File: src/sv/assert_macros.svh
// assertion macros used by the top-level rtl file
`ifndef ASSERT_MACROS_SVH
`define ASSERT_MACROS_SVH

// condition must hold at every clock edge outside reset
`define ASSERT_ALWAYS(label, cond) \
  label: assert property (@(posedge clk) disable iff (rst) (cond)) \
    else $error("invariant violated");

// consequence must hold in the same cycle as the trigger
`define ASSERT_IMPLY(label, ante, cons) \
  label: assert property (@(posedge clk) disable iff (rst) (ante) |-> (cons)) \
    else $error("implication violated");

// consequence must hold in the cycle after the trigger
`define ASSERT_NEXT(label, ante, cons) \
  label: assert property (@(posedge clk) disable iff (rst) (ante) |=> (cons)) \
    else $error("next-cycle implication violated");

`endif

File: src/sv/deq_pkg.sv
// shared types and constants of the deque with id search
package deq_pkg;

  localparam int DEPTH_DEF = 16;

  localparam logic [2:0] OP_PUSH_FRONT = 3'd0;
  localparam logic [2:0] OP_PUSH_BACK  = 3'd1;
  localparam logic [2:0] OP_POP_FRONT  = 3'd2;
  localparam logic [2:0] OP_POP_BACK   = 3'd3;
  localparam logic [2:0] OP_SEARCH     = 3'd4;

  localparam logic [1:0] ST_OK      = 2'd0;
  localparam logic [1:0] ST_FULL    = 2'd1;
  localparam logic [1:0] ST_EMPTY   = 2'd2;
  localparam logic [1:0] ST_MISSING = 2'd3;

  typedef struct packed {
    logic signed [31:0] id;
    logic [63:0]        key;
    logic [63:0]        value;
    logic [63:0]        tstamp;
  } rec_t;

  typedef enum logic [1:0] {
    CELL_HOLD    = 2'd0,
    CELL_LOAD    = 2'd1,
    CELL_SHIFT_R = 2'd2,
    CELL_SHIFT_L = 2'd3
  } cell_cmd_t;

endpackage

File: src/sv/deq_cell.sv
// one record cell of the deque ring
module deq_cell
  import deq_pkg::*;
(
  input  logic      clk,
  input  cell_cmd_t cmd,
  input  rec_t      load_rec,
  input  rec_t      left_rec,
  input  rec_t      right_rec,
  output rec_t      rec
);

  always_ff @(posedge clk) begin
    case (cmd)
      CELL_LOAD:    rec <= load_rec;
      CELL_SHIFT_R: rec <= left_rec;
      CELL_SHIFT_L: rec <= right_rec;
      CELL_HOLD:    rec <= rec;
      default:      rec <= rec;
    endcase
  end

endmodule
File: config.mk
export PLATFORM = sky130hd
export DESIGN_NAME = deq_cell
export DESIGN_NICKNAME = d
export VERILOG_FILES = /design/src/sv/assert_macros.svh /design/src/sv/deq_pkg.sv /design/src/sv/deq_cell.sv
export SDC_FILE = /design/constraint.sdc
export NUM_CORES = 1
export LEC_CHECK = 0
export BUFFER_PORTS_ARGS = -buffer_cell sky130_fd_sc_hd__buf_2
export CORE_AREA = 10 10 343 345
export CTS_CLUSTER_DIAMETER = 200
export DETAILED_ROUTE_END_ITERATION = 10
export DIE_AREA = 0 0 353 355
export PLACE_DENSITY = 0.3
export SYNTH_ARGS = -nofsm -noshare
export SYNTH_HDL_FRONTEND = slang
export SYNTH_SLANG_ARGS = --single-unit
File: constraint.sdc
create_clock -name clk -period 6.5 [get_ports clk]
set_clock_uncertainty 0.2 [all_clocks]
set_input_delay 0.65 -clock clk [delete_from_list [all_inputs] [get_ports clk]]
set_output_delay 0.65 -clock clk [all_outputs]
set_load 0.005 [all_outputs]
# [After elaboration in Yosys (flattened, before gate mapping)]
# Index checks and enable logic that the tools add are counted.
[word_totals] word_cells=9 memories=0 ramBits=0 romBits=0 register_bits=224 out_inout_bits=224 input_bits=675 latchBits=0
[op_classes] n_eq_ne=3 n_lt_le_gt_ge=0 bitwise=0 n_mux=1 n_div=0 shift=0 n_addsub=0 mul=0 reduce_logical=1
[ops] op="one-hot mux 224 bit (3 select lines)" n=1
[ops] op="equality test 2 bit (second input constant)" n=2
[ops] op="equality test 2 x 1 -> 1 bit (second input constant)" n=1
[ops] op="logical NOT 2 bit" n=1

# [Longest topological paths before layout]
[depth] depth_word=2 depth_mapped=5 depth_no_buf=2

# [Worst setup path after synthesis]
# Ideal clock, no wire load.
[synth_timing] path_kind="in2reg" from="input cmd[0]" to="register rec[0] (netlist bit), enable pin" required_time_ns=5.808 slack_ns=1.963 cell_stages=4 setup_time_ns=0.492 arrival_time_ns=3.846 n_path_buf=3 path_cell_list="buf_4 buf_6 buf_6 or2_2"
[synth_between] elab_chain_len=1
[synth_lines] item="start: declaration" line="deq_cell.sv:6" rtl="input cell_cmd_t cmd,"
[synth_lines] item="logical NOT 2 bit" line="deq_cell.sv:14" rtl="case (cmd)"
[synth_lines] item="end signal: assignment" line="deq_cell.sv:15" rtl="CELL_LOAD: rec <= load_rec;"
[synth_lines] item="end signal: assignment" line="deq_cell.sv:16" rtl="CELL_SHIFT_R: rec <= left_rec;"
[synth_lines] item="end signal: assignment" line="deq_cell.sv:17" rtl="CELL_SHIFT_L: rec <= right_rec;"
[synth_lines] item="end: declaration" line="deq_cell.sv:10" rtl="output rec_t rec"
# Every way passes these cells.
# A chain may end at the register's enable or synchronous reset.

# [Worst setup path after layout]
[layout_timing] from="input cmd[1]" to="register rec[14] (netlist bit), enable pin"
# The elaborated chain is that of the path after synthesis.

==> reports/results.ini <==
[run_status]
outcome = finished clean

[floorplan]
dieWidth_um = 353
start_util = 0.103
design.die.area_um2 = 125000
die_h_um = 355
ios = 899
row_count = 122
core-area_um2 = 110000

[setup_path]
cp_max_fo = 92
cp.required_ns = 6.48
crit_type = in -> reg
start_kind = input pin
end_kind = flop
cp.arrival_ns = 2.36

[cts]
cts_sinks = 224
clk_pin_slew_ns = 0.05
cts-root-buf = clkbuf_16
cts_tree = done
cts_resized = 0
cts_max_path_buffers = 3
postCtsSetupBuffers = 0
htree_num_levels = 2
numCtsBuffers = 34
cts_hold_buf = 0

[placement]
port_buffers = 898
dp_hpwl_mm = 60.2
gp_congestion = 0.859
place_area_um2 = 17400

[logic_synthesis]
yosysWarnings = 0
yosysTopAreaCellShare = 0.589
ys_ff_latch = 224
netlist_instances = 972
synth_cell_types = 9
synth_area_leader_cell = edfxtp_1
ys_seq_area_frac = 0.589
synth_area_um2 = 11400
syn_avg_cell_area_um2 = 11.7
synth_nets = 1647
synth_area_leaders = edfxtp_1 59%, mux2i_1 20%, a21oi_1 9.8%, nor2_1 7.4%, buf_6 1.7%

[finish]
reg.largest.list = rec: 224 flops
area_growth_pct = 62.0
postLayoutCellArea_um2 = 18500
largest_reg_flops = 224
multiInputGateArea_um2 = 4210
seqCellArea_um2 = 6730
regMostFlops = rec
fillers = 12600
nets = 2515
drive_gt1_frac = 0.511

[run]
maxCapViolations = 0

[global_routing]
grt_util_all_layers = 0.109
grt_pass1_wl_mm = 97.9
grt_start_max_net_pins = 173
gr-total-overflow = 0
antenna_found_initial = 49
grt_pass1_vias = 12300

[drt]
wl_per_cell_um = 21.5
vias = 11200
drt-initial-drc-count = 429
postRouteAntennaNets = 0
wl_mm = 72.2
vias_per_cell = 3.34
drc = 0
dr.pass1.iters = 4

[sta]
worst_pin_slew_ns = 1.12
finalCriticalPeriod_ns = 2.38
worst_slew_margin_rel = 0.254
slew_viol_final = 0
fmax_ghz = 0.420
setup_viol = 0
post-route-period-util = 0.367
fin_setup_tns_ns = 0
finalHoldViolations = 0
grt_setup_unrepaired = no
hold_ws_ns = 0.226

[hold_path]
worstHoldStart = load_rec[106]
hold_path.class = in -> reg
min_to = rec[106]
hold_depth = 3

[power]
power_density_nw_per_um2 = 239
ir_drop_mv = 0.125
p_leak_nw = 8.41

power breakdown:
group	internal (W)	switching (W)	total [W]
sequential	0.00179	0.0000458	0.00184
clock	0.00106	0.000724	0.00178
combinational	0.000375	0.000426	0.000801
total	0.00322	0.00120	0.00442
worst max path at each step:
stage	start	slack, ns	end	depth (start not counted)
2_1_floorplan	cmd[0]	1.96	rec[0]	4
3_3_place_gp	cmd[0]	3.53	rec[3]	4
3_5_place_dp	cmd[0]	3.42	rec[3]	4
4_1_cts	cmd[0]	4.06	rec[3]	4
5_1_grt	cmd[1]	3.96	rec[214]	3
6_report	cmd[1]	4.12	rec[14]	3
cell usage after synthesis:
library cell,count
buf_6,17
a21oi_1,224
clkbuf_1,14
mux2i_1,224
edfxtp_1,224
nor2_1,224
or2_2,1
buf_4,8
buf_2,36
area by class of cell:
cell class              count  share of cell area
multi-input cells         673               0.228
flip-flops and latches    224               0.364
clock inverters            17             0.00703
diodes                     11             0.00149
clock buffers              41              0.0486
repair buffers            907               0.251
well taps                1488               0.101
routing by layer:
metal,vias to the layer above,GRT usage,part of all wire
li1,5322,-,-
met3,121,0.0486,0.094
met5,-,0,0.0022
met2,527,0.205,0.53
met4,26,0.0210,0.017
met1,5234,0.110,0.36
kinds of logic (layout without fill, tap and decap cells):
kind of cell	Yosys count	after routing	share of synthesized area
AO/OA/AOI/OAI	224	224	0.0982
buffers and inverters	75	965	0.0424
flip-flops	224	224	0.589
multiplexers	224	224	0.196
other	0	11	0
AND/OR/NAND/NOR	225	225	0.0742
cells in the final DEF, fill, tap and decap left out, drive strengths merged:
cell type,n
a21oi,224
buf,907
bufinv,2
clkbuf,41
clkinv,13
clkinvlp,1
diode,11
edfxtp,224
inv,1
mux2i,224
nor2,224
or2,1
through the flow:
step	power (W)	std cells	util	worst slack [ns]
after floorplan	0.00216	972	-	1.96
after detailed placement	0.00270	3292	0.158	3.42
final	0.00442	3361	0.168	4.12
after global placement	0.00270	3292	0.158	3.53
after CTS	0.00455	3350	0.167	4.06
after global routing	0.00468	3354	0.167	3.96
worst max-delay path: stages:
cell and delay (ns):
buf_8 0.31, or2_4 0.68, buf_12 0.50
Note: power is estimated with default switching activity, not from simulation.
